## src/rtl/core/rpp_pkg.sv

```systemverilog
`timescale 1ns / 1ps
// ============================================================================
// rpp_pkg: shared definitions for the random pick pool
// Field widths, request and status codes, remainder unit sizing, and the
// command and status bundles between controller and datapath.
// ============================================================================
package rpp_pkg;

    localparam int DEFAULT_DEPTH       = 1024;
    localparam int DEFAULT_VALUE_WIDTH = 32;

    // Fixed transaction field widths
    localparam int REQ_W    = 2;
    localparam int PUSH_W   = 32;
    localparam int RND_W    = 31;
    localparam int POP_W    = 32;
    localparam int COUNT_W  = 11;
    localparam int STATUS_W = 2;

    // Request codes
    localparam logic [REQ_W-1:0] REQ_PUSH  = REQ_W'(0);
    localparam logic [REQ_W-1:0] REQ_POP   = REQ_W'(1);
    localparam logic [REQ_W-1:0] REQ_CLEAR = REQ_W'(2);

    // Status codes
    localparam logic [STATUS_W-1:0] ST_DONE  = STATUS_W'(0);
    localparam logic [STATUS_W-1:0] ST_EMPTY = STATUS_W'(1);
    localparam logic [STATUS_W-1:0] ST_FULL  = STATUS_W'(2);

    // Remainder unit: radix-4 restoring, two quotient bits per cycle
    localparam int REM_BITS_PER_CYCLE = 2;
    localparam int REM_DVD_W  = ((RND_W + REM_BITS_PER_CYCLE - 1) / REM_BITS_PER_CYCLE)
                                * REM_BITS_PER_CYCLE;
    localparam int REM_STEPS  = REM_DVD_W / REM_BITS_PER_CYCLE;
    localparam int REM_STEP_W = $clog2(REM_STEPS);

    typedef struct packed {
        logic latch_req;    // capture the accepted request
        logic do_push;      // append value at the end, count up
        logic do_clear;     // count to zero
        logic flag_empty;   // mark pop on empty pool
        logic flag_full;    // mark push on full pool
        logic rem_start;    // start slot = random mod count
        logic rd_slot;      // read the chosen slot (else read the last entry)
        logic take_popped;  // capture the chosen slot's value
        logic move_last;    // write last value into the slot, count down
        logic load_out;     // load the result register
    } t_dp_cmd;

    typedef struct packed {
        logic [REQ_W-1:0] req_type;
        logic             empty;
        logic             full;
        logic             rem_done;
        logic             out_free;
    } t_dp_status;

endpackage

```

## src/rtl/core/rpp_ctrl.sv

```systemverilog
`timescale 1ns / 1ps
// ============================================================================
// rpp_ctrl: request sequencer
// One-hot state machine that steps the datapath through each request.
// ============================================================================
module rpp_ctrl (
    input  logic                i_clk,
    input  logic                i_rst_n,
    input  logic                i_in_valid,
    output logic                o_in_ready,
    input  rpp_pkg::t_dp_status i_status,
    output rpp_pkg::t_dp_cmd    o_cmd
);
    typedef enum logic [6:0] {
        S_IDLE    = 7'b0000001,
        S_DECODE  = 7'b0000010,
        S_DIV     = 7'b0000100,
        S_RD_SLOT = 7'b0001000,
        S_RD_LAST = 7'b0010000,
        S_MOVE    = 7'b0100000,
        S_RESULT  = 7'b1000000
    } t_state;

    t_state r_state;
    t_state n_state;

    always_comb begin
        n_state    = r_state;
        o_cmd      = '0;
        o_in_ready = 1'b0;
        unique case (r_state)
            S_IDLE: begin
                // hold off the request channel while reset is asserted
                o_in_ready = i_rst_n;
                if (i_in_valid && i_rst_n) begin
                    o_cmd.latch_req = 1'b1;
                    n_state         = S_DECODE;
                end
            end
            S_DECODE: begin
                n_state = S_RESULT;
                unique case (i_status.req_type)
                    rpp_pkg::REQ_PUSH: begin
                        if (i_status.full) begin
                            o_cmd.flag_full = 1'b1;
                        end else begin
                            o_cmd.do_push = 1'b1;
                        end
                    end
                    rpp_pkg::REQ_POP: begin
                        if (i_status.empty) begin
                            o_cmd.flag_empty = 1'b1;
                        end else begin
                            o_cmd.rem_start = 1'b1;
                            n_state         = S_DIV;
                        end
                    end
                    rpp_pkg::REQ_CLEAR: begin
                        o_cmd.do_clear = 1'b1;
                    end
                    default: begin
                        n_state = S_RESULT;
                    end
                endcase
            end
            S_DIV: begin
                if (i_status.rem_done) begin
                    n_state = S_RD_SLOT;
                end
            end
            S_RD_SLOT: begin
                o_cmd.rd_slot = 1'b1;
                n_state       = S_RD_LAST;
            end
            S_RD_LAST: begin
                o_cmd.take_popped = 1'b1;
                n_state           = S_MOVE;
            end
            S_MOVE: begin
                o_cmd.move_last = 1'b1;
                n_state         = S_RESULT;
            end
            S_RESULT: begin
                if (i_status.out_free) begin
                    o_cmd.load_out = 1'b1;
                    n_state        = S_IDLE;
                end
            end
            default: begin
                n_state = S_IDLE;
            end
        endcase
    end

    always_ff @(posedge i_clk) begin
        if (!i_rst_n) begin
            r_state <= S_IDLE;
        end else begin
            r_state <= n_state;
        end
    end
endmodule

```

## config.mk

```make
export PLATFORM = sky130hd
export DESIGN_NAME = rpp_ctrl
export DESIGN_NICKNAME = d
export VERILOG_FILES = /design/src/rtl/core/rpp_pkg.sv /design/src/rtl/core/rpp_ctrl.sv
export SDC_FILE = /design/constraint.sdc
export NUM_CORES = 1
export LEC_CHECK = 0
export BUFFER_PORTS_ARGS = -buffer_cell sky130_fd_sc_hd__buf_2
export CAP_MARGIN = 40
export CORE_AREA = 2 2 39 41
export DETAILED_ROUTE_END_ITERATION = 7
export DIE_AREA = 0 0 41 43
export PLACE_DENSITY = 0.67
export REMOVE_ABC_BUFFERS = 1
export SLEW_MARGIN = 20
export SYNTH_ARGS = -nofsm -noshare
export SYNTH_HDL_FRONTEND = slang
export SYNTH_SLANG_ARGS = --single-unit
```

## constraint.sdc

```tcl
create_clock -name i_clk -period 1.4 [get_ports i_clk]
set_input_delay 0.07 -clock i_clk [delete_from_list [all_inputs] [get_ports i_clk]]
set_output_delay 0.07 -clock i_clk [all_outputs]
set_load 0.02 [all_outputs]
```

==> results.sh, run 1 <==
export IMPL_numCtsBuffers=3
export IMPL_gp_congestion=0.791
export IMPL_regMostFlops="r_state"
export IMPL_fillers=124
export IMPL_async_flop_share_pct=0
export IMPL_syn_avg_cell_area_um2=8.40
export IMPL_violations="negative setup slack"
export IMPL_max_slew_margin_pct=81.3
export IMPL_die_area_um2=1760
export IMPL_synthCells=53
export IMPL_end_kind="output pin"
export IMPL_cts_buffer_depth=2
export IMPL_cts_sinks=7
export IMPL_yosys_area_top_type="dfxtp_1"
export IMPL_holdWs_ns=0.0484
export IMPL_vias=556
export IMPL_critPathMaxFanout=6
export IMPL_post_drt_wl_per_cell_um=13.1
export IMPL_dpl_cell_count=97
export IMPL_period_needed_ns=1.60
export IMPL_drt_first_iter_violations=9
export IMPL_drv_cap=0
export IMPL_mostFrequentLayoutCell="buf_4"
export IMPL_rsz0062_at_grt="true"
export IMPL_dieHeight_um=43
export IMPL_ys_seq_area_share_pct=31.5
export IMPL_cts_tree="built"
export IMPL_power_density_nw_per_um2=708
export IMPL_status="complete, but fails checks"
export IMPL_largest_reg_flops=7
export IMPL_tightest_slew_ns=0.279
export IMPL_start_util_pct=32.2
export IMPL_largestRegisters="r_state: 7 flops"
export IMPL_antenna_found_initial=0
export IMPL_peakVddDrop_mv=0.717
export IMPL_core_um2=1380
export IMPL_clk_pin_slew_ns=0.06
export IMPL_wirelength_mm=1.39
export IMPL_vias_per_cell=5.25
export IMPL_die_w_um=41
export IMPL_ys_ff_latch=7
export IMPL_synth_top_area_share_pct=31.5
export IMPL_grt_max_degree=7
export IMPL_synth_area_leaders="dfxtp_1 31%, nor2_1 5.9%, and2_1 5.6%"
export IMPL_grt_total_usage_pct=19.0
export IMPL_antenna_cells=0
export IMPL_drt_drc_violations_left=0
export IMPL_clock_fmax_ghz=0.624
export IMPL_post_route_period_util_pct=114
export IMPL_skew_ns=0.00759
export IMPL_grt_pass1_vias=539
export IMPL_hold_viol=0
export IMPL_syn_area_um2=445
export IMPL_synth_cell_types=28
export IMPL_cts_max_level=1
export IMPL_synth_flop_cell="dfxtp_1"
export IMPL_finalNonFillerCells=106
export IMPL_synth_edff_count=0
export IMPL_grt_pass1_wl_mm=2.24
export IMPL_yosysWarnings=0
export IMPL_clk_latency_ns=0.26
export IMPL_postRouteAntennaNets=0
export IMPL_worstHoldPathType="in2reg"
export IMPL_p_leak_nw=0.360
export IMPL_syn_to_final_growth_pct=77.2
export IMPL_most_common_layout_cells="18 x buf_4, 10 x buf_2, 5 x nor2_1, 5 x buf_6, 5 x dfxtp_2"
export IMPL_cts_root_buf="clkbuf_4"
export IMPL_crit_type="reg2out"
export IMPL_drive_above_1_share_pct=61.1
export IMPL_required_ns=1.33
export IMPL_ioPinCount=20
export IMPL_nNetsFinal=100
export IMPL_place_ws_ns=-0.0367
export IMPL_first_pass_iters=4
export IMPL_slew_violations=0
export IMPL_dp_hpwl_um=985
export IMPL_critPathLaunchType="flip-flop"
export IMPL_grt_overflow=0
export IMPL_rows=14
export IMPL_crit_arrival_ns=1.53
export IMPL_setup_viol=10
export IMPL_portBuffers=19
export IMPL_timing_final_ws_setup_ns=-0.202
==> area by class of cell <==
class | instances | area, um2 | area share, %
repair buffers | 33 | 241 | 30.6
clock buffers | 4 | 26.3 | 3.33
well taps | 16 | 20.0 | 2.54
flip-flops and latches | 7 | 146 | 18.5
inverters | 3 | 11.3 | 1.43
multi-input cells | 43 | 344 | 43.6
==> cells in the mapped netlist, types with 2 or more instances <==
| library cell | count |
|---|---|
| and2_1 | 4 |
| o211ai_1 | 2 |
| o21ai_0 | 2 |
| nor3b_1 | 2 |
| and4b_1 | 2 |
| inv_1 | 3 |
| nor3_1 | 3 |
| nor2_1 | 7 |
| and3_1 | 2 |
| dfxtp_1 | 7 |
| nand2_1 | 2 |
==> final timing paths <==
kind | start | end | slack (ns) | cells past startpoint
setup / recovery | r_state[2] | o_cmd[5] | -0.20 | 4
hold / removal | i_in_valid | r_state[1] | 0.05 | 2
setup reg to reg | r_state[2] | r_state[0] | 0.04 | 5
hold reg to reg | r_state[1] | r_state[6] | 0.69 | 3
==> report_power, final <==
part / internal (W) / switching [W] / leakage, nW
registers: 0.000207 / 0.00000737 / 0.0587
clock network: 0.000109 / 0.0000805 / 0.0150
logic: 0.0000755 / 0.0000795 / 0.287
==> per-stage QoR <==
stage / total power (W) / setup TNS, ns / utilization [%] / cell area [um2]
floorplan: 0.000280 / -0.867 / - / 445
global placement: 0.000328 / -0.0184 / 45.4 / 628
detailed placement: 0.000331 / -0.0367 / 45.4 / 628
CTS: 0.000544 / -1.70 / 53.4 / 739
global route: 0.000587 / -2.21 / 57.1 / 790
finish: 0.000559 / -1.32 / 57.1 / 790
==> worst max-delay path: stages, from the launching register on <==
cell	delay [ns]
dfxtp_2	0.33
nor4_4	0.33
nand3_2	0.20
nor4b_2	0.24
buf_4	0.18
==> cell families (layout without fill, tap and decap cells) <==
group                     count (synthesis)  after routing  share of synthesized area [%]
and+or+nand+nor                          32             32                           47.8
AOI/OAI and AO/OA                        10             10                           16.3
DFF                                       7              7                           31.5
buffers and inverters                     3             40                           2.53
xor gates and xnor gates                  1              1                           1.97
==> repair_timing <==
| item | in CTS | in global routing |
|---|---|---|
| endpoints found under the setup margin | 10 | 15 |
| cloned | 0 | 0 |
| gates resized for setup | 16 | 13 |
| pin swaps | 9 | 5 |
| hold buffers | 0 | 0 |
| setup buffers | 5 | 4 |
==> metal layers <==
layer | GRT usage, % | vias up | part of all wire, %
li1 | - | 273 | -
met1 | 22.3 | 263 | 40
met2 | 29.7 | 16 | 54
met3 | 7.85 | 4 | 4.8
met4 | 6.67 | 0 | 1.6
met5 | 0 | - | 0
Power figures use the tool's default switching activity.
==> run 2: changes to the inputs <==
==> constraint.sdc (replaced) <==
create_clock -name i_clk -period 1.9 [get_ports i_clk]
set_input_delay 0.095 -clock i_clk [delete_from_list [all_inputs] [get_ports i_clk]]
set_output_delay 0.095 -clock i_clk [all_outputs]
set_load 0.02 [all_outputs]
==> results.sh, run 2 (synthesis results as in run 1) <==
export IMPL_post_drt_wl_per_cell_um=10.5
export IMPL_dieHeight_um=43
export IMPL_numCtsBuffers=3
export IMPL_crit_arrival_ns=1.68
export IMPL_grt_pass1_wl_mm=1.46
export IMPL_drt_first_iter_violations=9
export IMPL_regMostFlops="r_state"
export IMPL_clk_latency_ns=0.26
export IMPL_fillers=138
export IMPL_cts_sinks=7
export IMPL_cts_resized=0
export IMPL_tightest_slew_ns=0.321
export IMPL_die_w_um=41
export IMPL_reg2reg_from="r_state[6]"
export IMPL_p_leak_nw=0.292
export IMPL_status="completed"
export IMPL_clk_pin_slew_ns=0.06
export IMPL_total_power_w=0.000368
export IMPL_rr_endpoint="r_state[0]"
export IMPL_rsz0062_at_grt="false"
export IMPL_worstHoldPathType="in2reg"
export IMPL_start_util_pct=32.2
export IMPL_holdWs_ns=0.0627
export IMPL_grt_pass1_vias=359
export IMPL_crit_chain="or3_1 -> nor3_2 -> and4b_1 -> buf_2"
export IMPL_p_int_w=0.000258
export IMPL_largest_reg_flops=7
export IMPL_hold_viol=0
export IMPL_clock_fmax_ghz=0.563
export IMPL_peakVddDrop_mv=0.439
export IMPL_pwr_share_clk_pct=38.1
export IMPL_gp_congestion=0.764
export IMPL_postRouteAntennaNets=0
export IMPL_core_um2=1380
export IMPL_r2r_setup_slack_ns=0.44
export IMPL_critPathMaxFanout=8
export IMPL_fin_setup_tns_ns=0
export IMPL_drt_drc_violations_left=0
export IMPL_most_common_layout_cells="19 x buf_2, 7 x nor2_1, 7 x dfxtp_1"
export IMPL_setup_viol=0
export IMPL_drv_cap=0
export IMPL_cts_buffer_depth=2
export IMPL_finish_utilization_pct=43.0
export IMPL_ff2ff_path_depth=5
export IMPL_rows=14
export IMPL_portBuffers=19
export IMPL_required_ns=1.80
export IMPL_ioPinCount=20
export IMPL_worstSetupStartpoint="r_state[1]"
export IMPL_power_density_nw_per_um2=619
export IMPL_post_route_period_util_pct=93.5
export IMPL_skew_ns=0.00470
export IMPL_p_comb_share_pct=18.2
export IMPL_cts_tree="built"
export IMPL_max_slew_margin_pct=78.5
export IMPL_swShare_pct=29.9
export IMPL_die_area_um2=1760
export IMPL_critPathMaxStageDelay_ns=0.42
export IMPL_critPathLaunchType="flip-flop"
export IMPL_holdPathEnd="r_state[1]"
export IMPL_antenna_cells=0
export IMPL_min_from="i_in_valid"
export IMPL_wirelength_um=979
export IMPL_nNetsFinal=87
export IMPL_grt_overflow=0
export IMPL_syn_to_final_growth_pct=33.7
export IMPL_period_needed_ns=1.78
export IMPL_vias=471
export IMPL_end_kind="output pin"
export IMPL_slew_violations=0
export IMPL_first_pass_iters=4
export IMPL_seqPwrFrac_pct=43.7
export IMPL_antenna_found_initial=0
export IMPL_dp_hpwl_um=772
export IMPL_vias_per_cell=5.06
export IMPL_hold_depth=2
export IMPL_drive_above_1_share_pct=39.0
export IMPL_crit_type="reg2out"
export IMPL_mostFrequentLayoutCell="buf_2"
export IMPL_grt_total_usage_pct=13.1
export IMPL_largestRegisters="r_state: 7 flops"
export IMPL_netSwitchingPower_w=0.000110
export IMPL_crit_slowest_cell="or3_1"
export IMPL_grt_max_degree=9
export IMPL_cts_root_buf="clkbuf_4"
export IMPL_cts_max_level=1
[run 2: cell type report]
| cell class | count | area [um2] | area share, % |
|---|---|---|---|
| sequential | 7 | 140 | 23.5 |
| clock inverter | 1 | 5.00 | 0.840 |
| tap | 16 | 20.0 | 3.36 |
| inverter | 3 | 11.3 | 1.89 |
| multi-input combinational | 43 | 294 | 49.4 |
| clock buffer | 3 | 22.5 | 3.78 |
| timing repair buffer | 20 | 103 | 17.2 |
[run 2: per-stage QoR]
stage	area [um2]	setup WS, ns	cells
4_1_cts	588	0.0514	92
5_1_grt	596	0.0167	93
3_3_place_gp	561	0.376	88
6_report	596	0.123	93
3_5_place_dp	561	0.347	88
2_1_floorplan	445	0.135	53
[run 2: what timing repair did]
item / in CTS / in global routing
setup buffers: 0 / 1
setup endpoints to repair: 0 / 1
hold buffers: 0 / 0
[run 2: critical path, delay by kind of cell (launching register included)]
| family | cells | cell delay, ns |
|---|---|---|
| buffers and inverters | 1 | 0.16 |
| flip-flops | 1 | 0.38 |
| AND/OR/NAND/NOR | 3 | 0.89 |
[run 2: power by group through the flow]
| stage | Sequential [W] | Clock [W] | Combinational [W] |
|---|---|---|---|
| finish | 0.000161 | 0.000140 | 0.0000672 |
| global route | 0.000162 | 0.000153 | 0.0000752 |
| CTS | 0.000161 | 0.000143 | 0.0000662 |
| detailed placement | 0.000164 | 0 | 0.0000659 |
| global placement | 0.000164 | 0 | 0.0000654 |
| floorplan | 0.000162 | 0 | 0.0000435 |
[run 2: worst max-delay path by stage]
stage | to | slack, ns | cells after the start
detailed placement | o_cmd[5] | 0.35 | 4
CTS | o_cmd[5] | 0.05 | 4
global route | o_cmd[0] | 0.02 | 4
finish | o_cmd[0] | 0.12 | 4
floorplan | o_cmd[5] | 0.13 | 3
global placement | o_cmd[5] | 0.38 | 4
[run 2: metal layers]
layer / share of wire, % / global-route usage, %
met1: 43 / 15.2
met2: 49 / 17.5
met3: 4.4 / 4.71
met4: 3.6 / 12.0
met5: 0 / 0
==> run 3: changes to the inputs <==
--- a/config.mk
+++ b/config.mk
@@ -11,6 +11,7 @@
 export DETAILED_ROUTE_END_ITERATION = 7
 export DIE_AREA = 0 0 41 43
 export PLACE_DENSITY = 0.67
+export RECOVER_POWER = 100
 export REMOVE_ABC_BUFFERS = 1
 export SLEW_MARGIN = 20
 export SYNTH_ARGS = -nofsm -noshare
==> results.sh, run 3 (synthesis results as in run 1) <==
export IMPL_status="completed"
export IMPL_rows=14
export IMPL_hold_viol=0
export IMPL_die_area_um2=1760
export IMPL_critPathMaxStageDelay_ns=0.42
export IMPL_cts_root_buf="clkbuf_4"
export IMPL_vias_per_cell=5.05
export IMPL_antenna_found_initial=0
export IMPL_reg2reg_from="r_state[6]"
export IMPL_most_common_layout_cells="11 x buf_2, 7 x nor2_1, 7 x dfxtp_1"
export IMPL_cts_buffer_depth=2
export IMPL_setup_viol=0
export IMPL_crit_arrival_ns=1.68
export IMPL_grt_overflow=0
export IMPL_drt_drc_violations_left=0
export IMPL_gp_congestion=0.764
export IMPL_post_route_period_util_pct=93.5
export IMPL_cts_max_level=1
export IMPL_nNetsFinal=87
export IMPL_dieHeight_um=43
export IMPL_rr_endpoint="r_state[0]"
export IMPL_antenna_cells=0
export IMPL_grt_max_degree=9
export IMPL_drive_above_1_share_pct=31.2
export IMPL_post_cts_buffers=0
export IMPL_clock_fmax_ghz=0.563
export IMPL_drv_cap=0
export IMPL_portBuffers=19
export IMPL_max_slew_margin_pct=70.0
export IMPL_drt_first_iter_violations=9
export IMPL_period_needed_ns=1.78
export IMPL_min_from="i_in_valid"
export IMPL_worstHoldPathType="in2reg"
export IMPL_skew_ns=0.00482
export IMPL_power_density_nw_per_um2=625
export IMPL_grt_pass1_vias=359
export IMPL_critPathLaunchType="flip-flop"
export IMPL_ioPinCount=20
export IMPL_cts_tree="built"
export IMPL_postRouteAntennaNets=0
export IMPL_crit_type="reg2out"
export IMPL_cp_num_buf_inv=1
export IMPL_first_pass_iters=4
export IMPL_rsz0062_at_grt="false"
export IMPL_largestRegisters="r_state: 7 flops"
export IMPL_crit_chain="or3_1 -> nor3_2 -> and4b_1 -> buf_2"
export IMPL_cts_resized=0
export IMPL_slew_violations=0
export IMPL_crit_slowest_cell="or3_1"
export IMPL_postCtsHoldBufs=0
export IMPL_grt_total_usage_pct=13.1
export IMPL_start_util_pct=32.2
export IMPL_hold_depth=2
export IMPL_holdPathEnd="r_state[1]"
export IMPL_dp_hpwl_um=772
export IMPL_p_leak_nw=0.265
export IMPL_mostFrequentLayoutCell="buf_2"
export IMPL_wirelength_um=988
export IMPL_peakVddDrop_mv=0.439
export IMPL_ff2ff_path_depth=5
export IMPL_tightest_slew_ns=0.446
export IMPL_fillers=140
export IMPL_clk_pin_slew_ns=0.06
export IMPL_clk_latency_ns=0.26
export IMPL_core_um2=1380
export IMPL_end_kind="output pin"
export IMPL_largest_reg_flops=7
export IMPL_grt_pass1_wl_mm=1.46
export IMPL_total_power_w=0.000367
export IMPL_numCtsBuffers=3
export IMPL_cts_sinks=7
export IMPL_crit_family="simple AND/OR/NAND/NOR gates"
export IMPL_die_w_um=41
export IMPL_syn_to_final_growth_pct=32.0
export IMPL_post_drt_wl_per_cell_um=10.6
export IMPL_r2r_setup_slack_ns=0.31
export IMPL_required_ns=1.80
export IMPL_vias=470
export IMPL_fin_setup_tns_ns=0
export IMPL_regMostFlops="r_state"
export IMPL_critPathMaxFanout=8
[run 3: cell count changes in the layout (fill, tap and decap cells not counted)]
cell | before | now
buf_2 | 19 | 11
clkbuf_1 | 0 | 6
o21ai_0 | 2 | 3
o21ai_1 | 1 | 0
clkbuf_2 | 0 | 2
[run 3: worst max path at each step]
stage                     from  endpoint  slack, ns  cells past startpoint
finish              r_state[1]  o_cmd[0]       0.12                      4
global route        r_state[1]  o_cmd[0]       0.02                      4
global placement    r_state[2]  o_cmd[5]       0.38                      4
floorplan           r_state[2]  o_cmd[5]       0.13                      3
detailed placement  r_state[2]  o_cmd[5]       0.35                      4
CTS                 r_state[2]  o_cmd[5]       0.05                      4
[run 3: final cells by class]
cell class                 instances  area [um2]  share of cell area, %
clock inverter                     1        5.00                  0.851
sequential                         7         140                   23.8
inverter                           3        11.3                   1.91
clock buffer                       3        22.5                   3.83
timing repair buffer              20        95.1                   16.2
multi-input combinational         43         294                   50.0
tap                               16        20.0                   3.40
[run 3: metrics by stage]
stage          setup WS [ns]  util [%]  instances  hold slack [ns]  cell area [um2]
2_1_floorplan          0.135         -         53            0.215              445
3_3_place_gp           0.376      40.5         88            0.332              561
3_5_place_dp           0.347      40.5         88            0.328              561
4_1_cts               0.0514      42.5         92           0.0640              588
5_1_grt               0.0167      42.5         93           0.0643              588
6_report               0.123      42.5         93           0.0598              588
[run 3: where the power goes]
part           internal [W]  total [W]  switching [W]  leakage, nW
clock             0.0000773   0.000140      0.0000632       0.0177
sequential         0.000152   0.000161     0.00000890       0.0569
combinational     0.0000278  0.0000659      0.0000381        0.190
total              0.000257   0.000367       0.000110        0.265
[run 3: metal layers]
| layer | vias up | share of wire [%] | track usage, % |
|---|---|---|---|
| li1 | 249 | - | - |
| met1 | 210 | 44 | 15.2 |
| met2 | 7 | 48 | 17.5 |
| met3 | 4 | 4.4 | 4.71 |
| met4 | 0 | 3.5 | 12.0 |
| met5 | - | 0 | 0 |
